==> config.mk <==
export PLATFORM = sky130hd
export DESIGN_NAME = bb3_frame_ctl
export DESIGN_NICKNAME = d
export VERILOG_FILES = /design/src/rtl/bb3_pkg.sv /design/src/rtl/bb3_frame_ctl.sv
export SDC_FILE = /design/constraint.sdc
export NUM_CORES = 1
export LEC_CHECK = 0
export ABC_AREA = 1
export BUFFER_PORTS_ARGS = -buffer_cell sky130_fd_sc_hd__buf_2
export CORE_AREA = 8 8 183 98
export DETAILED_ROUTE_END_ITERATION = 7
export DIE_AREA = 0 0 191 106
export GPL_ROUTABILITY_DRIVEN = 1
export SYNTH_ARGS = -nofsm -noshare
export SYNTH_HDL_FRONTEND = slang
export SYNTH_SLANG_ARGS = --single-unit
==> constraint.sdc <==
create_clock -name clock -period 2.1 [get_ports clock]
set_input_delay 0.42 -clock clock [delete_from_list [all_inputs] [get_ports clock]]
set_output_delay 0.42 -clock clock [all_outputs]
set_load 0.03 [all_outputs]
==> src/rtl/bb3_pkg.sv <==
// ----------------------------------------------------------------------------
// bb3_pkg
// Shared sizes, codes, types and the divide-by-nine helper for the 3x3 box
// blur core.
// ----------------------------------------------------------------------------
package bb3_pkg;

   localparam int MAX_WIDTH  = 1024;
   localparam int MAX_HEIGHT = 4096;

   // Column index, effective width, input row (may reach the height) and
   // output row.
   localparam int COL_W  = $clog2(MAX_WIDTH);
   localparam int WID_W  = $clog2(MAX_WIDTH + 1);
   localparam int ROW_W  = $clog2(MAX_HEIGHT + 1);
   localparam int OROW_W = $clog2(MAX_HEIGHT);

   // Fixed register field widths.
   localparam int CFG_WIDTH_W  = 11;
   localparam int CFG_HEIGHT_W = 13;
   localparam int CSR_DATA_W   = 13;
   localparam int CSR_INDEX_W  = 1;

   localparam logic [CSR_INDEX_W-1:0] CSR_FRAME_WIDTH  = 1'b0;
   localparam logic [CSR_INDEX_W-1:0] CSR_FRAME_HEIGHT = 1'b1;

   localparam logic OP_PIXEL = 1'b0;
   localparam logic OP_FLUSH = 1'b1;

   localparam logic [12:0] RECIP_NINE = 13'd7282;

   typedef struct packed {
      logic [7:0] red;
      logic [7:0] green;
      logic [7:0] blue;
   } pixel_type;

   localparam int PIXEL_W = $bits(pixel_type);

   // Decision made for one request at the input edge.
   typedef struct packed {
      logic work;    // request changes state (pixel taken or flush output)
      logic pixel;   // pixel taken into the line store and window
      logic emit;    // request produces a result
      logic inner;   // result lies off the frame border
      logic last;    // result is the final one of the frame
      logic odd;     // input row is odd: top row sits in bank one
   } ctl_type;

   // Rounded mean of nine 8-bit samples: (sum + 4) / 9. The sum plus four is
   // at most 2299, where the scaled reciprocal gives the exact quotient.
   function automatic logic [7:0] mean9(input logic [11:0] sum);
      logic [11:0] biased;
      logic [24:0] prod;
      biased = sum + 12'd4;
      prod   = 25'(biased) * 25'(RECIP_NINE);
      return prod[23:16];
   endfunction

endpackage

==> src/rtl/bb3_frame_ctl.sv <==
// ----------------------------------------------------------------------------
// bb3_frame_ctl
// Frame size registers plus input and output position counters; classifies
// each incoming request.
// ----------------------------------------------------------------------------
module bb3_frame_ctl (
   input  logic                                clock,
   input  logic                                reset,
   input  logic                                csr_write,
   input  logic [bb3_pkg::CSR_INDEX_W-1:0]     csr_index,
   input  logic [bb3_pkg::CSR_DATA_W-1:0]      csr_wdata,
   input  logic                                req_accept,
   input  logic                                req_op,
   output bb3_pkg::ctl_type                    ctl,
   output logic [bb3_pkg::COL_W-1:0]           column
);
   import bb3_pkg::*;

   logic [WID_W-1:0]  width_ff,   width_in;
   logic [ROW_W-1:0]  height_ff,  height_in;
   logic [ROW_W-1:0]  in_row_ff,  in_row_in;
   logic [COL_W-1:0]  in_col_ff,  in_col_in;
   logic [OROW_W-1:0] out_row_ff, out_row_in;
   logic [COL_W-1:0]  out_col_ff, out_col_in;

   logic [CFG_WIDTH_W-1:0]  raw_width;
   logic [CFG_HEIGHT_W-1:0] raw_height;
   logic [WID_W-1:0]        eff_width;
   logic [ROW_W-1:0]        eff_height;
   logic full, ready, in_col_end, out_col_end, out_row_end;

   assign raw_width  = csr_wdata[CFG_WIDTH_W-1:0];
   assign raw_height = csr_wdata[CFG_HEIGHT_W-1:0];

   // A zero size acts as one; sizes above the maximum saturate.
   always_comb begin
      if (raw_width == '0) begin
         eff_width = WID_W'(1);
      end else if (32'(raw_width) > 32'(MAX_WIDTH)) begin
         eff_width = WID_W'(MAX_WIDTH);
      end else begin
         eff_width = WID_W'(raw_width);
      end
      if (raw_height == '0) begin
         eff_height = ROW_W'(1);
      end else if (32'(raw_height) > 32'(MAX_HEIGHT)) begin
         eff_height = ROW_W'(MAX_HEIGHT);
      end else begin
         eff_height = ROW_W'(raw_height);
      end
   end

   assign full        = in_row_ff >= height_ff;
   assign ready       = (in_row_ff >= ROW_W'(2)) ||
                        (in_row_ff == ROW_W'(1) && in_col_ff != '0);
   assign in_col_end  = (WID_W'(in_col_ff) + WID_W'(1)) == width_ff;
   assign out_col_end = (WID_W'(out_col_ff) + WID_W'(1)) == width_ff;
   assign out_row_end = (ROW_W'(out_row_ff) + ROW_W'(1)) == height_ff;

   always_comb begin
      ctl.pixel = (req_op == OP_PIXEL) && !full;
      ctl.emit  = (req_op == OP_FLUSH) ? full : (!full && ready);
      ctl.work  = ctl.pixel || ctl.emit;
      ctl.inner = (out_row_ff != '0) && !out_row_end &&
                  (out_col_ff != '0) && !out_col_end;
      ctl.last  = out_row_end && out_col_end;
      ctl.odd   = in_row_ff[0];
   end

   assign column = in_col_ff;

   always_comb begin
      width_in   = width_ff;
      height_in  = height_ff;
      in_row_in  = in_row_ff;
      in_col_in  = in_col_ff;
      out_row_in = out_row_ff;
      out_col_in = out_col_ff;
      if (csr_write) begin
         case (csr_index)
            CSR_FRAME_WIDTH:  width_in  = eff_width;
            CSR_FRAME_HEIGHT: height_in = eff_height;
            default:          width_in  = width_ff;
         endcase
         in_row_in  = '0;
         in_col_in  = '0;
         out_row_in = '0;
         out_col_in = '0;
      end else if (req_accept) begin
         if (ctl.pixel) begin
            if (in_col_end) begin
               in_col_in = '0;
               in_row_in = in_row_ff + ROW_W'(1);
            end else begin
               in_col_in = in_col_ff + COL_W'(1);
            end
         end
         if (ctl.emit) begin
            if (ctl.last) begin
               // Frame complete: the next request starts a new frame.
               in_row_in  = '0;
               in_col_in  = '0;
               out_row_in = '0;
               out_col_in = '0;
            end else if (out_col_end) begin
               out_col_in = '0;
               out_row_in = out_row_ff + OROW_W'(1);
            end else begin
               out_col_in = out_col_ff + COL_W'(1);
            end
         end
      end
   end

   always_ff @(posedge clock) begin
      if (reset) begin
         width_ff   <= WID_W'(MAX_WIDTH);
         height_ff  <= ROW_W'(768);
         in_row_ff  <= '0;
         in_col_ff  <= '0;
         out_row_ff <= '0;
         out_col_ff <= '0;
      end else begin
         width_ff   <= width_in;
         height_ff  <= height_in;
         in_row_ff  <= in_row_in;
         in_col_ff  <= in_col_in;
         out_row_ff <= out_row_in;
         out_col_ff <= out_col_in;
      end
   end

endmodule

## After elaboration in Yosys (flattened, before gate mapping)

Index checks and enable logic that the tools add are counted.

- Flip-flop bits (word level): 69
- Input bits: 19
- Word-level logic and storage cells: 63
- Output and inout bits: 16

- Bitwise gates (word level): 2
- Add/subtract/negate cells: 7
- Eq/ne operators: 4
- Order comparisons: 4
- Muxes and demuxes: 17
- Reductions and logical operators: 23

Operator list:

| kind | number |
|---|---|
| $mux W13 | 6 |
| $mux W10 | 6 |
| $mux W12 | 2 |
| $add A10 B1 Y11 const B | 2 |
| $eq A11 B11 Y1 | 2 |
| $mux W11 | 2 |
| $add A10 B1 Y10 const B | 2 |
| $reduce_bool A10 Y1 | 2 |
| $add A12 B1 Y13 const B | 1 |
| $add A13 B1 Y13 const B | 1 |
| $eq A13 B1 Y1 const B | 1 |
| $eq A13 B13 Y1 | 1 |
| $ge A13 B13 Y1 | 1 |
| $ge A13 B2 Y1 const B | 1 |
| $gt A13 B13 Y1 const B | 1 |
| $logic_not A13 Y1 | 1 |
| $add A12 B1 Y12 const B | 1 |
| $reduce_bool A12 Y1 | 1 |
| $gt A11 B11 Y1 const B | 1 |
| $logic_not A11 Y1 | 1 |
| $logic_and A1 B1 Y1 | 7 |
| $reduce_and A2 Y1 | 3 |
| $logic_not A1 Y1 | 3 |
| $reduce_and A3 Y1 | 1 |
| other kinds (5) | 7 |

## Longest topological paths before layout

- Word-level depth: 6
- Gate-level depth with buffers: 17
- Mapped depth without buffers: 17

## Worst setup path before layout

OpenSTA, ideal clock, no wires.

- Path kind: reg-to-output
- From: register out_row_ff[0]
- To: output ctl[2] (netlist bit)
- Data required time: 1.680 ns
- Arrival: 2.227 ns
- Buffers on the path: 0
- Stages on the path, launching flop included: 12
- Setup slack: -0.547 ns
- Cell sequence: dfxtp_1 > ha_1 > nand2_1 > nor2_4 > nand2_1 > nand2_1 > nand3_1 > nand2_1 > nor2_1 > nand3_1 > nor2_1 > nor4_1

RTL lines:

| item | line | text |
|---|---|---|
| start: declaration | bb3_frame_ctl.sv:23 | `logic [OROW_W-1:0] out_row_ff, out_row_in;` |
| start signal: assignment | bb3_frame_ctl.sv:128 | `out_row_ff <= out_row_in;` |
| end: declaration | bb3_frame_ctl.sv:14 | `output bb3_pkg::ctl_type ctl,` |

==> metrics <==
status=finished with violations; violated checks=negative setup slack; Peak VDD IR=0.000367 V; number of max-cap violations=0; most frequent cells in the layout=260 x nand2_1, 159 x buf_4, 90 x inv_1; clock sink total=69; core area=15,600 um2; Syn-to-layout area delta=54.3%; Worst Path Arrival=2270 ps; post-detailed-route wirelength per cell=15.8 um; initial antenna violation count=0; Crit path largest cell delay=370 ps; hold-critical path endpoint=height_ff[9]; Max stage delay cell, worst path=dfxtp_4; most common cell after layout, fill and taps aside=nand2_1; CP delay by family, top=simple AND/OR/NAND/NOR gates; Worst Tran Pin Value=627 ps; post-synthesis sequential area ratio=0.262; Post-Syn Area=5260 um2; Worst-Skew Late Latency=340 ps; crit-path max FO=3; Cell variety after synth=34; Pins Over Slew Limit=0; first-pass GRT wire length=32.1 mm; Setup crit end kind=output pin; Nets=1,123; gr ovfl total=0; Detailed Routing Iterations Pass 1=5; DRT iter0 DRCs=710; warning count from the yosys run=0; Worst setup SP type=flip-flop; hold depth=3; I/O pins=35; # DRC=0; reg2reg setup slack=-410 ps; Final Util=0.519; area occupied by multi-input gates=3930 um2; Slew HR=0.578; Yosys reg bits=69; die area=20,200 um2; HP Class=in -> reg; CTS tree=done; Leakage=3.50 nW; CTS root buffer=clkbuf_16; Via density=5.05; Chip Width=191 um; unrepaired setup endpoints after global routing=yes; Post-CTS Hold Fix Bufs=0; IO Port Bufs=34; Mapped Cells=878; final hold vios=0; CTS buffer count=9; H-tree levels=3; R2R Path End=in_row_ff[4]; Hold Slack=328 ps; Worst R2R Start=out_row_ff[1]; total number of vias=6,555; GR Util All Layers=0.200; critical path cell sequence=inv_2, ha_4, xor2_1, nor2_1, buf_4, nand3_2, nor2_1, nand4_1, nor2_2, buf_6, nor4_4, buf_6; Routed WL=20.5 mm; Crit path buffers/inverters=4; register area=1430 um2; Longest Clk Path Bufs=2; Power Dens Cells=400 nW/um2; FMAX=371 MHz; Clock Skew=8.12 ps; final worst slack=-593 ps; antenna diode count=0; Crit Path Class=reg -> out; final worst path period share=1.28; Reg2Reg Depth=16; Die Y=106 um; floorplan row count=33; layout cell share with drive strength beyond 1=0.382; worst hold start=csr_wdata[9]; Initial Util=0.336; syn_nets=919; antenna viol nets, final=0; largest net degree at the start of global routing=23; fillers=1,506; vias in the first global route=5,920; final setup violation count=50; Avg Inst Size Synth=5.99 um2; Worst Path Required=1680 ps; Clock transition at path regs=60 ps; gpl congestion=0.920; hpwl dp=15.7 mm; clock period minus worst slack=2690 ps
==> power breakdown <==
part	total (W)	switching (W)	internal (W)
clock	0.00147	0.000614	0.000860
sequential	0.00134	0.0000210	0.00132
combinational	0.000428	0.000252	0.000176
total	0.00324	0.000887	0.00236
==> how the worst max path moves through the flow <==
stage | startpoint | end | slack (ps) | cells after the start
floorplan | out_row_ff[1] | ctl[1] | -110 | 11
global placement | out_row_ff[0] | ctl[2] | -250 | 12
detailed placement | out_row_ff[1] | ctl[2] | -300 | 15
CTS | out_row_ff[1] | ctl[2] | -540 | 12
global route | out_row_ff[1] | ctl[1] | -720 | 14
finish | out_row_ff[1] | ctl[2] | -590 | 12
==> synth_stat cells <==
cell	number	area [um2]
a211oi_1	7	52.6
a21oi_1	58	290
a21oi_2	1	8.76
a31oi_1	2	12.5
and2_1	2	12.5
buf_1	1	3.75
buf_2	10	50.1
buf_4	3	22.5
buf_6	2	22.5
clkbuf_1	8	30.0
clkinv_1	2	7.51
dfxtp_1	69	1380
ha_1	22	275
inv_1	108	405
inv_2	6	22.5
nand2_1	278	1040
nand2_2	13	81.3
nand3_1	105	526
nand3_2	6	60.1
nand3b_1	9	67.6
nand4_1	30	188
nand4_2	1	12.5
nor2_1	77	289
nor2_2	14	87.6
nor2_4	7	78.8
nor3_1	6	30.0
nor3b_1	1	7.51
nor4_1	7	43.8
o21ai_0	7	35.0
o21ai_1	5	25.0
o21bai_1	3	22.5
or2_1	1	6.26
xnor2_1	3	26.3
xor2_1	4	35.0
==> flip-flops by register name, summed over array words and instances, names as in the netlist <==
| register | flops |
|---|---|
| in_row_ff | 13 |
| out_col_ff | 10 |
| column | 10 |
| height_ff | 13 |
| width_ff | 11 |
| out_row_ff | 12 |
==> worst min-delay path: stages <==
cell and delay, ps:
buf_2 90, a21oi_1 60, o21ai_0 60
==> final cells by class <==
type,count,area share
Clock buffer,12,0.0316
Clock inverter,4,0.00262
Inverter,116,0.0575
Multi-Input combinational cell,670,0.483
Sequential cell,69,0.177
Tap cell,210,0.0324
Timing Repair Buffer,216,0.216
==> timing repair <==
action                     4_1_cts  5_1_grt
setup endpoints to repair       50       50
setup buffers                   13        6
gates resized for setup        120       44
gates cloned                     3        0
pin swaps                       50       28
==> per-layer routing <==
layer	track usage	vias to the layer above	share of wire
li1	-	3259	-
met2	0.252	265	0.36
met4	0.0286	0	0.0068
met1	0.324	3015	0.53
met5	0	-	0
met3	0.0526	16	0.10
==> kinds of logic (layout without fill, tap and decap cells) <==
logic type      count (synthesis)  in the layout  synth area share
flops                          69             69             0.262
buf+inv                       140            348             0.107
xor+xnor                        7              7            0.0117
fa+ha+maj                      22             22            0.0523
simple gates                  557            558             0.481
compound gates                 83             83            0.0849
==> through the flow <==
stage               setup TNS (ps)  instance area (um2)  worst slack, ps  instances  total power (W)
floorplan                     -131                 5450             -107        878          0.00157
global placement             -7140                 7080             -248       1265          0.00174
detailed placement           -9750                 7080             -301       1265          0.00174
CTS                         -14140                 7940             -542       1295          0.00324
global route                -19960                 8120             -716       1297          0.00335
finish                      -14220                 8120             -593       1297          0.00324
(Power assumes the default switching activity.)
