==> config.mk <==
export PLATFORM = sky130hd
export DESIGN_NAME = bb3_window
export DESIGN_NICKNAME = d
export VERILOG_FILES = /design/src/rtl/bb3_pkg.sv /design/src/rtl/bb3_window.sv
export SDC_FILE = /design/constraint.sdc
export NUM_CORES = 1
export LEC_CHECK = 0
export BUFFER_PORTS_ARGS = -buffer_cell sky130_fd_sc_hd__clkbuf_2
export CAP_MARGIN = 30
export CORE_MARGIN = 8
export CORE_UTILIZATION = 40
export CTS_BUF_LIST = sky130_fd_sc_hd__clkbuf_8
export CTS_CLUSTER_DIAMETER = 50
export DETAILED_ROUTE_END_ITERATION = 10
export GPL_TIMING_DRIVEN = 0
export PLACE_DENSITY = 0.6
export SETUP_SLACK_MARGIN = 0.1
export SLEW_MARGIN = 25
export SYNTH_ARGS = -nofsm -noshare
export SYNTH_HDL_FRONTEND = slang
export SYNTH_SLANG_ARGS = --single-unit
==> constraint.sdc <==
create_clock -name clock -period 9.99 [get_ports clock]
set_clock_uncertainty 0.1 [all_clocks]
set_input_delay 0 -clock clock [delete_from_list [all_inputs] [get_ports clock]]
set_output_delay 0 -clock clock [all_outputs]
set_load 0.005 [all_outputs]
==> src/rtl/bb3_pkg.sv <==
// ----------------------------------------------------------------------------
// bb3_pkg
// Shared sizes, codes, types and the divide-by-nine helper for the 3x3 box
// blur core.
// ----------------------------------------------------------------------------
package bb3_pkg;

   localparam int MAX_WIDTH  = 1024;
   localparam int MAX_HEIGHT = 4096;

   // Column index, effective width, input row (may reach the height) and
   // output row.
   localparam int COL_W  = $clog2(MAX_WIDTH);
   localparam int WID_W  = $clog2(MAX_WIDTH + 1);
   localparam int ROW_W  = $clog2(MAX_HEIGHT + 1);
   localparam int OROW_W = $clog2(MAX_HEIGHT);

   // Fixed register field widths.
   localparam int CFG_WIDTH_W  = 11;
   localparam int CFG_HEIGHT_W = 13;
   localparam int CSR_DATA_W   = 13;
   localparam int CSR_INDEX_W  = 1;

   localparam logic [CSR_INDEX_W-1:0] CSR_FRAME_WIDTH  = 1'b0;
   localparam logic [CSR_INDEX_W-1:0] CSR_FRAME_HEIGHT = 1'b1;

   localparam logic OP_PIXEL = 1'b0;
   localparam logic OP_FLUSH = 1'b1;

   localparam logic [12:0] RECIP_NINE = 13'd7282;

   typedef struct packed {
      logic [7:0] red;
      logic [7:0] green;
      logic [7:0] blue;
   } pixel_type;

   localparam int PIXEL_W = $bits(pixel_type);

   // Decision made for one request at the input edge.
   typedef struct packed {
      logic work;    // request changes state (pixel taken or flush output)
      logic pixel;   // pixel taken into the line store and window
      logic emit;    // request produces a result
      logic inner;   // result lies off the frame border
      logic last;    // result is the final one of the frame
      logic odd;     // input row is odd: top row sits in bank one
   } ctl_type;

   // Rounded mean of nine 8-bit samples: (sum + 4) / 9. The sum plus four is
   // at most 2299, where the scaled reciprocal gives the exact quotient.
   function automatic logic [7:0] mean9(input logic [11:0] sum);
      logic [11:0] biased;
      logic [24:0] prod;
      biased = sum + 12'd4;
      prod   = 25'(biased) * 25'(RECIP_NINE);
      return prod[23:16];
   endfunction

endpackage

==> src/rtl/bb3_window.sv <==
// ----------------------------------------------------------------------------
// bb3_window
// Holds the two previous columns of the 3x3 neighborhood and forms the
// rounded mean of each channel over the current window.
// ----------------------------------------------------------------------------
module bb3_window (
   input  logic                clock,
   input  logic                reset,
   input  logic                shift,
   input  bb3_pkg::pixel_type  top,
   input  bb3_pkg::pixel_type  mid,
   input  bb3_pkg::pixel_type  bot,
   output bb3_pkg::pixel_type  mean
);
   import bb3_pkg::*;

   // Column 0 is the oldest; rows are top, middle, bottom.
   pixel_type col0_ff [3];
   pixel_type col1_ff [3];
   pixel_type col0_in [3];
   pixel_type col1_in [3];

   logic [11:0] sum_red, sum_green, sum_blue;

   always_comb begin
      sum_red   = 12'(col0_ff[0].red)   + 12'(col0_ff[1].red)   + 12'(col0_ff[2].red) +
                  12'(col1_ff[0].red)   + 12'(col1_ff[1].red)   + 12'(col1_ff[2].red) +
                  12'(top.red)          + 12'(mid.red)          + 12'(bot.red);
      sum_green = 12'(col0_ff[0].green) + 12'(col0_ff[1].green) + 12'(col0_ff[2].green) +
                  12'(col1_ff[0].green) + 12'(col1_ff[1].green) + 12'(col1_ff[2].green) +
                  12'(top.green)        + 12'(mid.green)        + 12'(bot.green);
      sum_blue  = 12'(col0_ff[0].blue)  + 12'(col0_ff[1].blue)  + 12'(col0_ff[2].blue) +
                  12'(col1_ff[0].blue)  + 12'(col1_ff[1].blue)  + 12'(col1_ff[2].blue) +
                  12'(top.blue)         + 12'(mid.blue)         + 12'(bot.blue);
      mean.red   = mean9(sum_red);
      mean.green = mean9(sum_green);
      mean.blue  = mean9(sum_blue);
   end

   always_comb begin
      col0_in = col0_ff;
      col1_in = col1_ff;
      if (shift) begin
         col0_in    = col1_ff;
         col1_in[0] = top;
         col1_in[1] = mid;
         col1_in[2] = bot;
      end
   end

   always_ff @(posedge clock) begin
      if (reset) begin
         col0_ff <= '{default: '0};
         col1_ff <= '{default: '0};
      end else begin
         col0_ff <= col0_in;
         col1_ff <= col1_in;
      end
   end

endmodule

-- Word level (Yosys, flattened, before mapping)
Index checks and enable logic that the tools add are counted.
W data, S select, Z words.
- $add $sub $neg: 27
- multipliers: 3
- operators with widths (cell ; number):
    $add A12 B8 Y12 ; 12
    $mul A12 B12 Y23 const B ; 3
    $add A11 B8 Y12 ; 3
    $add A12 B3 Y12 const B ; 3
    $add A10 B8 Y11 ; 3
    $add A9 B8 Y10 ; 3
    $add A8 B8 Y9 ; 3
- register bits: 144

-- Depth between registers and ports, before layout
Gate-level depths: netlist of the first run.
- word-level depth: 10
- mapped depth: 32

-- Worst setup path after synthesis of the first run
No wires, ideal clock.
- path type: reg-to-output
- from: reg col0_ff[21] in the netlist's numbering
- to: out mean[23] in the netlist's numbering
- arrival time: 7.593 ns
- setup slack: 2.297 ns
- cell stages (with the launch flop): 29
- path buffers: 0
- cell sequence: dfxtp_1 > fa_1 > fa_1 > fa_1 > inv_1 > fa_1 > inv_1 > ha_1 > a21o_1 > a211o_2 > xor2_1 > xor2_1 > ha_1 > a21o_1 > ha_1 > inv_1 > fa_1 > inv_1 > fa_1 > inv_1 > fa_1 > inv_1 > ha_1 > a21oi_1 > o21ai_0 > a22oi_1 > nand2_1 > o41ai_1 > xnor2_1
- RTL lines (element ; RTL line ; RTL):
    start, declared ; bb3_window.sv:18 ; pixel_type col0_ff [3];
    start signal, assigned ; bb3_window.sv:56 ; col0_ff <= col0_in;
    end, declared ; bb3_window.sv:13 ; output bb3_pkg::pixel_type mean

==> key figures, run 1 <==
Die
  • Die W: around 220 um
  • Die H: between 200 and 250 um
  • Row Count: 74
  • # IOs: around 100
  • Core Box Area: 40700 um2
  • Die area: around 48000 um2
  • Initial Util: between 40 and 50%

Clocking
  • CTS max path bufs: 2
  • Htree depth: 4
  • # Post-CTS Setup Buffers: 0
  • Root Driver: clkbuf_8
  • Worst-path clk slew: around 90 ps
  • CTS tree: built
  • Clock Sinks: around 140
  • Num CTS Buffers: 17
  • Worst skew pair latency: ~450 ps
  • CTS resizes: 0

Synth
  • Ys async rst share: 0%
  • Synth unique cells: 57
  • Syn. warnings: 0
  • Syn Area/Cell: between 9 and 10 um2
  • Post-Synthesis Cells: 1678
  • Number of synthesized flops with an enable pin: 0
  • Synth Register Bits: 144
  • Synth area leaders: fa_1 29%, ha_1 18%, dfxtp_1 17%, inv_1 9.3%, mux2i_1 8.7%
  • Synthesized cell area: 16500 um2
  • Total nets after synthesis: 2230
  • Ys flop type: dfxtp_1
  • Share of the yosys chip area belonging to registers: approximately 17%
  • Biggest area consumer among synthesized cells: fa_1
  • Post-synth top area share: between 20% and 30%

Critical path
  • CP max stage cell: xor2_1
  • CP peak stage delay: roughly 690 ps
  • Critical path class: primary input to output pin
  • CP dominant cell by count: inv_1
  • Type of origin of the critical path: primary input
  • CP required: 9890 ps
  • CP Capture Type: output pin
  • WP data arrival: approximately 9000 ps
  • CP Max Fanout: 9

Global routing
  • Total grt overflow: 0
  • Largest net degree at the start of global routing: 17
  • Vias in the first global route: around 12000
  • Global-route wire length before repair: approximately 62000 um
  • Initial antenna violation count: 1
  • Total GRT Usage: 16.0%

Placed design
  • Final Wtd Congestion: approximately 0.85
  • # port buffers: 96
  • Post-detail-place hpwl: 30600 um

Detailed routing
  • ANT nets after route: 0
  • DR pass1 iterations: 4
  • Number of DRC markers in iteration 0: around 390
  • Post-DR wirelength/cell: ~15 um
  • Post-DR vias/cell: about 4.7
  • DRC: 0
  • Detailed-route via count: 11300
  • Drt total wl: 36400 um

STA
  • RSZ-0062 raised after global routing: no
  • Final Cycle Share: 89.7%
  • Max-Slew Margin vs Limit: about a third
  • Fin. max-slew vios: 0
  • Final setup viols: 0
  • Slew @ Worst Pin: about 1000 ps
  • Worst hold slack: between 100 and 150 ps
  • Final min period: ~9000 ps
  • Max Fclk: 112 MHz
  • Setup TNS: 0 ps
  • Final Hold Vio Count: 0

Worst hold path
  • Hold WC Path Type: primary input to flip-flop

Final layout
  • # diodes: 0
  • Share of cells above drive strength 1: 7.88%
  • Layout Area Growth over Synthesis: 13.7%
  • Post-layout nets: 2418

Run status
  • Status: completed

Run
  • Max_cap viols: 0
[flip-flops by register name, indices dropped and copies added, names as in the netlist]
register / flops
col0_ff: 72
col1_ff: 72
[worst max-delay path: cells and delay by family]
family                   cells  cell delay, ps
adder cells (fa/ha/maj)     11            4730
AO/OA/AOI/OAI                7            1610
buffers and inverters       11            1280
XOR/XNOR                     3            1020
AND/OR/NAND/NOR              2             220
[per-layer routing]
layer	share of wire [%]	vias up	global-route usage, %
met2	49	156	28.0
met4	1.1	2	3.02
met5	0.036	-	0
met3	2.8	26	1.67
met1	47	5517	21.4
li1	-	5640	-
[final timing paths]
kind          startpoint           to  slack (ps)  depth (start not counted)
max              mid[19]     mean[23]        1030                         34
min                reset  col1_ff[15]         110                          3
max reg2reg  col1_ff[21]  col0_ff[21]        9180                          2
min reg2reg  col0_ff[13]  col0_ff[13]         410                          2
[through the flow]
step	util (%)	setup slack [ps]	instance area, um2	cells
finish	46.0	1030	18800	2411
detailed placement	43.3	1460	17600	2307
floorplan	-	2300	16500	1678
CTS	46.0	937	18800	2411
global placement	43.3	1550	17600	2306
global route	46.0	392	18800	2411
[final cells by class]
class                           count  area (um2)
Tap cell                          532         666
Sequential cell                   144        2880
Inverter                          408        1530
Buffer                             34         135
Timing Repair Buffer              169        1210
Clock buffer                       17         234
Clock inverter                     15         149
Multi-Input combinational cell   1092       11900
Fill cell                        3931       22000
[Yosys cell counts, types with 4 or more instances]
| master | n |
|---|---|
| a211oi_1 | 8 |
| a21o_1 | 29 |
| a21oi_1 | 39 |
| a31oi_1 | 4 |
| and2_1 | 7 |
| buf_1 | 6 |
| buf_2 | 6 |
| clkbuf_1 | 22 |
| dfxtp_1 | 144 |
| fa_1 | 237 |
| ha_1 | 240 |
| inv_1 | 408 |
| mux2i_1 | 144 |
| nand2_1 | 20 |
| nand3_1 | 13 |
| nand4_1 | 5 |
| nor2_1 | 179 |
| nor3_1 | 8 |
| o21ai_0 | 19 |
| o21bai_1 | 7 |
| or2_2 | 5 |
| xnor2_1 | 46 |
| xor2_1 | 30 |
[cell families (layout without fill, tap and decap cells)]
kind of cell,Yosys count,count (layout),synth area share [%]
AO/OA/AOI/OAI,138,138,5.83
multiplexers,144,144,8.74
adder cells (fa/ha/maj),477,477,47.0
AND/OR/NAND/NOR,255,255,6.59
XOR/XNOR,78,78,4.27
flip-flops,144,144,17.5
buffers and inverters,442,643,10.1
[layout by cell type, fill, tap and decap left out, types with 22 or more instances in the layout]
cell type,n
inv_1,409
ha_1,240
fa_1,237
nor2_1,179
mux2i_1,144
dfxtp_1,144
clkbuf_2,96
dlygate4sd3_1,72
xnor2_1,46
a21oi_1,39
xor2_1,30
a21o_1,29
clkbuf_1,22
[timing repair]
action | CTS | global route
hold buffers | 72 | 0
hold endpoints to repair | 72 | 0
endpoints found under the setup margin | 0 | 0
Power of run 1 is not shown: default switching activity piles up to over one toggle a cycle in this logic, so the estimate is an artifact.
==> run 2: changes to the inputs <==
--- a/config.mk
+++ b/config.mk
@@ -5,16 +5,18 @@
 export SDC_FILE = /design/constraint.sdc
 export NUM_CORES = 1
 export LEC_CHECK = 0
+export ABC_AREA = 1
 export BUFFER_PORTS_ARGS = -buffer_cell sky130_fd_sc_hd__clkbuf_2
 export CAP_MARGIN = 30
+export CELL_PAD_IN_SITES_DETAIL_PLACEMENT = 1
+export CELL_PAD_IN_SITES_GLOBAL_PLACEMENT = 1
 export CORE_MARGIN = 8
 export CORE_UTILIZATION = 40
 export CTS_BUF_LIST = sky130_fd_sc_hd__clkbuf_8
 export CTS_CLUSTER_DIAMETER = 50
 export DETAILED_ROUTE_END_ITERATION = 10
 export GPL_TIMING_DRIVEN = 0
-export PLACE_DENSITY = 0.6
-export SETUP_SLACK_MARGIN = 0.1
+export PLACE_DENSITY = 0.75
 export SLEW_MARGIN = 25
 export SYNTH_ARGS = -nofsm -noshare
 export SYNTH_HDL_FRONTEND = slang
==> run 2 against run 1 <==
Effect of this change: worst setup slack better by 460 ps; sequential share of layout area down 0.76 points; via count up 27%; highest routed layer is now met4; critical path type is now flip-flop to output pin; first-iteration DRC count up 68%; largest cell class unchanged; final cell count up 21%; synthesized cell count up 27%; worst hold slack better by 49 ps; non-clock buffer count up 14; die area up 5.1%; synthesized area up 5.5%; design area up 5.2%; count of clock-buffer cells in the layout up 3.
==> key figures, run 2 <==
Final layout
  • Commonest non-fill, non-tap cells in the layout: 507 x inv_1, 412 x nand2_1, 240 x ha_1 (was 409 x inv_1, 240 x ha_1, 237 x fa_1)
  • Share of cells above drive strength 1: 6.56% (was 7.88%)
  • Top Registers: col0_ff x72, col1_ff x72 (unchanged)
  • # diodes: 0 (unchanged)
  • Most common cell after layout, fill and taps aside: inv_1 (unchanged)
  • Layout Area Growth over Synthesis: 13.4% (was 13.7%)
  • Fill cells: 5311 (was 3931)
  • Post-layout nets: 2870 (was 2418)

Synth
  • Syn. warnings: 0 (unchanged)
  • Number of synthesized flops with an enable pin: 0 (unchanged)
  • Synthesized cell area: 17400 um2 (was 16500 um2)
  • Mux contribution to synthesized area: 0% (was 8.74%)
  • Ys flop type: dfxtp_1 (unchanged)
  • Area share of fa/ha/maj cells after synthesis: 44.5% (was 47.0%)
  • Synth Register Bits: 144 (unchanged)
  • XOR/XNOR share of the synthesized area: 3.29% (was 4.27%)
  • Largest family of logic cells by synthesized area: adder cells (unchanged)
  • Most common cell in the netlist: inv_1 (unchanged)
  • Total nets after synthesis: 2683 (was 2230)
  • Post-synth top area share: 27.3% (was 28.8%)
  • Share of the yosys chip area belonging to registers: 16.6% (was 17.5%)
  • Synth unique cells: 41 (was 57)
  • Syn Area/Cell: 8.17 um2 (was 9.83 um2)
  • Post-synthesis compound-gate area fraction: 9.47% (was 5.83%)
  • Post-Synthesis Cells: 2131 (was 1678)
  • Post-Synth Simple-Gate Area: 14.1% (was 6.59%)
  • Biggest area consumer among synthesized cells: fa_1 (unchanged)
  • Ys async rst share: 0% (unchanged)
  • Synth top cells by count: 504 x inv_1, 412 x nand2_1, 240 x ha_1 (was 408 x inv_1, 240 x ha_1, 237 x fa_1)
  • Synth area leaders: fa_1 27%, ha_1 17%, dfxtp_1 17%, inv_1 11%, nand2_1 8.9% (was fa_1 29%, ha_1 18%, dfxtp_1 17%, inv_1 9.3%, mux2i_1 8.7%)

Critical path
  • WP data arrival: 8410 ps (was 8860 ps)
  • CP peak stage delay: 580 ps (was 690 ps)
  • CP max stage cell: fa_1 (was xor2_1)
  • Worst reg2reg path depth: 2 (unchanged)
  • Critical path class: flip-flop to output pin (was primary input to output pin)
  • CP required: 9890 ps (about the same)
  • CP Max Fanout: 5 (was 9)
  • CP Capture Type: output pin (unchanged)
  • Type of origin of the critical path: flip-flop (was primary input)

STA
  • Final Cycle Share: 85.1% (was 89.7%)
  • Max-Slew Margin vs Limit: 39.1% (was 33.3%)
  • Final setup viols: 0 (unchanged)
  • Final min period: 8510 ps (was 8960 ps)
  • Max Fclk: 118 MHz (was 112 MHz)
  • Setup TNS: 0 ps (unchanged)
  • Fin. max-slew vios: 0 (unchanged)
  • RSZ-0062 raised after global routing: no (unchanged)
  • Slew @ Worst Pin: 913 ps (was 1000 ps)
  • Final Hold Vio Count: 0 (unchanged)

Detailed routing
  • ANT nets after route: 0 (unchanged)
  • Number of DRC markers in iteration 0: 659 (was 393)
  • DRC: 0 (unchanged)
  • DR pass1 iterations: 5 (was 4)
  • Post-DR wirelength/cell: 17.0 um (was 15.1 um)
  • Drt total wl: 49600 um (was 36400 um)
  • Post-DR vias/cell: 4.94 (was 4.70)
  • Detailed-route via count: 14400 (was 11300)

Run
  • Max_cap viols: 0 (unchanged)

Clocking
  • Num CTS Buffers: 17 (unchanged)
  • CTS max path bufs: 2 (unchanged)
  • CTS tree: built (unchanged)
  • Clock Sinks: 144 (unchanged)
  • Root Driver: clkbuf_8 (unchanged)
  • Htree depth: 4 (unchanged)
  • CTS resizes: 0 (unchanged)
  • Worst-path clk slew: 80 ps (was 90 ps)
  • Worst skew pair latency: 470 ps (was 450 ps)

Global routing
  • Initial antenna violation count: 0 (was 1)
  • Largest net degree at the start of global routing: 17 (unchanged)
  • Total GRT Usage: 19.8% (was 16.0%)
  • Global-route wire length before repair: 80300 um (was 62100 um)
  • Total grt overflow: 0 (unchanged)
  • Vias in the first global route: 15700 (was 12400)

Die
  • Row Count: 76 (was 74)
  • Initial Util: 40.5% (about the same)
  • Die H: 225 um (was 219 um)
  • Core Box Area: 43000 um2 (was 40700 um2)
  • Die W: 225 um (was 219 um)
  • # IOs: 99 (unchanged)
  • Die area: 50400 um2 (was 48000 um2)

Worst hold path
  • Hold WC Path Type: primary input to flip-flop (unchanged)
  • Worst hold stages: 4 (was 3)

Placed design
  • Post-detail-place hpwl: 41800 um (was 30600 um)
  • # port buffers: 96 (unchanged)
  • Final Wtd Congestion: 0.874 (was 0.848)

Run status
  • Status: completed (unchanged)
run 2: cell count changes in the layout (fill, tap and decap cells not counted), moves of 56 or more:
cell | before | now
nand2_1 | 20 | 412
inv_1 | 409 | 507
a211oi_1 | 8 | 64
nor2_1 | 179 | 121
mux2i_1 | 144 | 0
a21oi_1 | 39 | 147
run 2: critical path: cells and delay by family, from the launching register on:
| family | cells | cell delay [ps] |
|---|---|---|
| compound gates | 3 | 620 |
| xor+xnor | 2 | 600 |
| fa+ha+maj | 12 | 4760 |
| buf+inv | 8 | 610 |
| flops | 1 | 360 |
| simple gates | 9 | 1000 |
run 2: stage by stage:
step | instances | cell area [um2] | hold WS, ps | utilization (%) | setup WS (ps)
after global routing | 2916 | 19700 | 178 | 45.9 | 982
final | 2916 | 19700 | 163 | 45.9 | 1480
after global placement | 2812 | 18600 | 173 | 43.3 | 2100
after CTS | 2916 | 19700 | 111 | 45.9 | 1420
after floorplan | 2131 | 17400 | 49.0 | - | 2840
after detailed placement | 2812 | 18600 | 174 | 43.3 | 1940
run 2: path summary, 6_finish.rpt:
kind | startpoint | end | slack [ps]
max | col1_ff[18] | mean[23] | 1480
min | shift | col0_ff[7] | 160
max reg2reg | col0_ff[26] | col0_ff[26] | 8820
min reg2reg | col0_ff[59] | col0_ff[59] | 380
run 2: area by class of cell:
type | instances | area, um2 | area share, %
Sequential cell | 144 | 2880 | 14.6
Clock inverter | 12 | 119 | 0.602
Multi-Input combinational cell | 1428 | 12400 | 62.9
Inverter | 510 | 1910 | 9.70
Buffer | 49 | 186 | 0.945
Clock buffer | 20 | 275 | 1.40
Timing Repair Buffer | 168 | 1200 | 6.09
Tap cell | 585 | 732 | 3.71
run 2: repair_timing:
action | CTS | global route
hold buffers | 72 | 0
buffers inserted | 0 | 0
endpoints found under the hold margin | 72 | 0
run 2: kinds of logic after synthesis:
logic type	Yosys count
compound gates	280
buf+inv	559
xor+xnor	58
fa+ha+maj	477
simple gates	613
flops	144
run 2: per-layer routing:
| layer | vias to the layer above | part of all wire, % | track usage, % |
|---|---|---|---|
| li1 | 6933 | - | - |
| met1 | 7154 | 44 | 24.8 |
| met2 | 263 | 50 | 35.7 |
| met3 | 57 | 4.2 | 3.00 |
| met4 | 0 | 1.7 | 4.30 |
| met5 | - | 0 | 0 |
Power of run 2 is left out for the same reason.
==> run 3: changes to the inputs <==
--- a/config.mk
+++ b/config.mk
@@ -5,7 +5,6 @@
 export SDC_FILE = /design/constraint.sdc
 export NUM_CORES = 1
 export LEC_CHECK = 0
-export ABC_AREA = 1
 export BUFFER_PORTS_ARGS = -buffer_cell sky130_fd_sc_hd__clkbuf_2
 export CAP_MARGIN = 30
 export CELL_PAD_IN_SITES_DETAIL_PLACEMENT = 1
@@ -16,7 +15,7 @@
 export CTS_CLUSTER_DIAMETER = 50
 export DETAILED_ROUTE_END_ITERATION = 10
 export GPL_TIMING_DRIVEN = 0
-export PLACE_DENSITY = 0.75
+export PLACE_DENSITY = 0.72
 export SLEW_MARGIN = 25
 export SYNTH_ARGS = -nofsm -noshare
 export SYNTH_HDL_FRONTEND = slang
==> constraint.sdc (replaced) <==
create_clock -name clock -period 9.7 [get_ports clock]
set_clock_uncertainty 0.1 [all_clocks]
set_input_delay 0 -clock clock [delete_from_list [all_inputs] [get_ports clock]]
set_output_delay 0 -clock clock [all_outputs]
set_load 0.005 [all_outputs]
==> run 3 against run 2 <==
Effect of this change: design area is 4.3% lower; routed wire length fell by 13%; first-iteration DRC count decreased by 57%; count of clock-buffer cells in the layout stayed put; global-route usage fell by 1.2 points.
==> key figures, run 3 (synthesized netlist as in run 1, its figures left out) <==
Critical path
  • WP data arrival: 8940 ps (was 8410 ps)
  • CP required: 9600 ps (was 9890 ps)
  • Critical path class: flip-flop to output pin (unchanged)
  • Type of origin of the critical path: flip-flop (unchanged)
  • CP peak stage delay: 780 ps (was 580 ps)
  • Reg2Reg Setup Slack: 8800 ps (was 8820 ps)
  • CP max stage cell: xnor2_1 (was fa_1)
  • CP Capture Type: output pin (unchanged)
  • CP Max Fanout: 6 (was 5)
  • CP dominant cell by count: fa_1

STA
  • Final Hold Vio Count: 0 (unchanged)
  • Slew @ Worst Pin: 992 ps (was 913 ps)
  • Final setup viols: 0 (unchanged)
  • Final min period: 9040 ps
  • Fin. max-slew vios: 0 (unchanged)
  • Final Cycle Share: between 90% and 100%
  • Max Fclk: roughly 110 MHz
  • Max-Slew Margin vs Limit: 33.4% (was 39.1%)
  • RSZ-0062 raised after global routing: no (unchanged)
  • Setup TNS: 0 ps (unchanged)

Detailed routing
  • ANT nets after route: 0 (unchanged)
  • Number of DRC markers in iteration 0: 285 (was 659)
  • Drt total wl: 42900 um (was 49600 um)
  • Post-DR wirelength/cell: 17.8 um (was 17.0 um)
  • DRC: 0 (unchanged)
  • Post-DR vias/cell: 4.86 (was 4.94)
  • Detailed-route via count: 11800 (was 14400)
  • DR pass1 iterations: 6 (was 5)

Global routing
  • Total grt overflow: 0 (unchanged)
  • Vias in the first global route: 13600 (was 15700)
  • Total GRT Usage: 18.7% (was 19.8%)
  • Largest net degree at the start of global routing: 17 (unchanged)
  • Global-route wire length before repair: 70600 um (was 80300 um)
  • Initial antenna violation count: 1 (was 0)

Die
  • Core Box Area: 40700 um2 (was 43000 um2)
  • Die W: 219 um (was 225 um)
  • Die area: 48000 um2 (was 50400 um2)
  • # IOs: 99 (unchanged)
  • Row Count: 74 (was 76)
  • Initial Util: 40.5% (about the same)
  • Die H: 219 um (was 225 um)

Clocking
  • Clock Sinks: 144 (unchanged)
  • CTS tree: built (unchanged)
  • Num CTS Buffers: 17 (unchanged)
  • Worst skew pair latency: 480 ps (was 470 ps)
  • Htree depth: 4 (unchanged)
  • CTS max path bufs: 2 (unchanged)
  • Root Driver: clkbuf_8 (unchanged)
  • Worst-path clk slew: 80 ps (about the same)

Final layout
  • Top Registers: col0_ff x72, col1_ff x72 (unchanged)
  • Layout Area Growth over Synthesis: 14.5% (was 13.4%)
  • Most common cell after layout, fill and taps aside: inv_1 (unchanged)
  • Post-layout nets: 2422 (was 2870)
  • Commonest non-fill, non-tap cells in the layout: 411 x inv_1, 240 x ha_1, 237 x fa_1 (was 507 x inv_1, 412 x nand2_1, 240 x ha_1)
  • Share of cells above drive strength 1: 8.07% (was 6.56%)

Placed design
  • Post-detail-place hpwl: 35800 um (was 41800 um)
  • Final Wtd Congestion: 0.854 (was 0.874)
  • # port buffers: 96 (unchanged)

Run status
  • Status: completed (unchanged)

Run
  • Max_cap viols: 0 (unchanged)

Worst hold path
  • Hold WC Path Type: primary input to flip-flop (unchanged)
## run 3: changes by cell type in the layout (fill, tap and decap cells not counted), sizes merged, moves of 56 or more
cell and change:
a21oi -107, inv -101, a211oi -56, nand2 -396, nor2 +58, mux2i +144
## run 3: layout make-up
class	count	area, um2
Buffer	34	135
Timing Repair Buffer	173	1260
Tap cell	532	666
Inverter	408	1530
Multi-Input combinational cell	1092	12000
Fill cell	4674	21900
Antenna cell	2	5.00
Clock buffer	20	275
Clock inverter	12	166
Sequential cell	144	2880
## run 3: metrics by stage
stage	hold WS (ps)	cells	utilization, %	setup slack (ps)	area [um2]
after detailed placement	168	2310	43.4	953	17700
after CTS	30.4	2414	46.3	390	18800
final	79.0	2417	46.3	655	18900
after global routing	94.9	2416	46.3	48.2	18900
after global placement	153	2306	43.3	1220	17600
after floorplan	47.2	1678	-	2010	16500
## run 3: path summary, 6_finish.rpt
path	from	endpoint	depth (start not counted)
max	col1_ff[11]	mean[13]	30
min	reset	col1_ff[15]	3
max reg2reg	col1_ff[45]	col1_ff[45]	2
min reg2reg	col0_ff[36]	col0_ff[36]	2
## run 3: what timing repair did
item                                    CTS  global route
endpoints found under the setup margin    0             2
setup buffers                             0             0
endpoints found under the hold margin    72             0
hold buffers                             72             0
resized for setup                         0             2
## run 3: worst max-delay path, delay by kind of cell, from the launching register on
family / cells / cell delay (ps)
XOR/XNOR: 2 / 920
AO/OA/AOI/OAI: 6 / 1260
AND/OR/NAND/NOR: 4 / 610
adder cells (fa/ha/maj): 11 / 4810
buffers and inverters: 7 / 510
flip-flops: 1 / 350
## run 3: per-layer routing
metal | vias up | track usage [%] | share of wire (%)
met4 | 0 | 6.09 | 2.6
li1 | 5635 | - | -
met3 | 68 | 2.08 | 2.6
met5 | - | 0 | 0
met2 | 179 | 34.7 | 53
met1 | 5875 | 22.1 | 42
Power of run 3 is left out for the same reason.
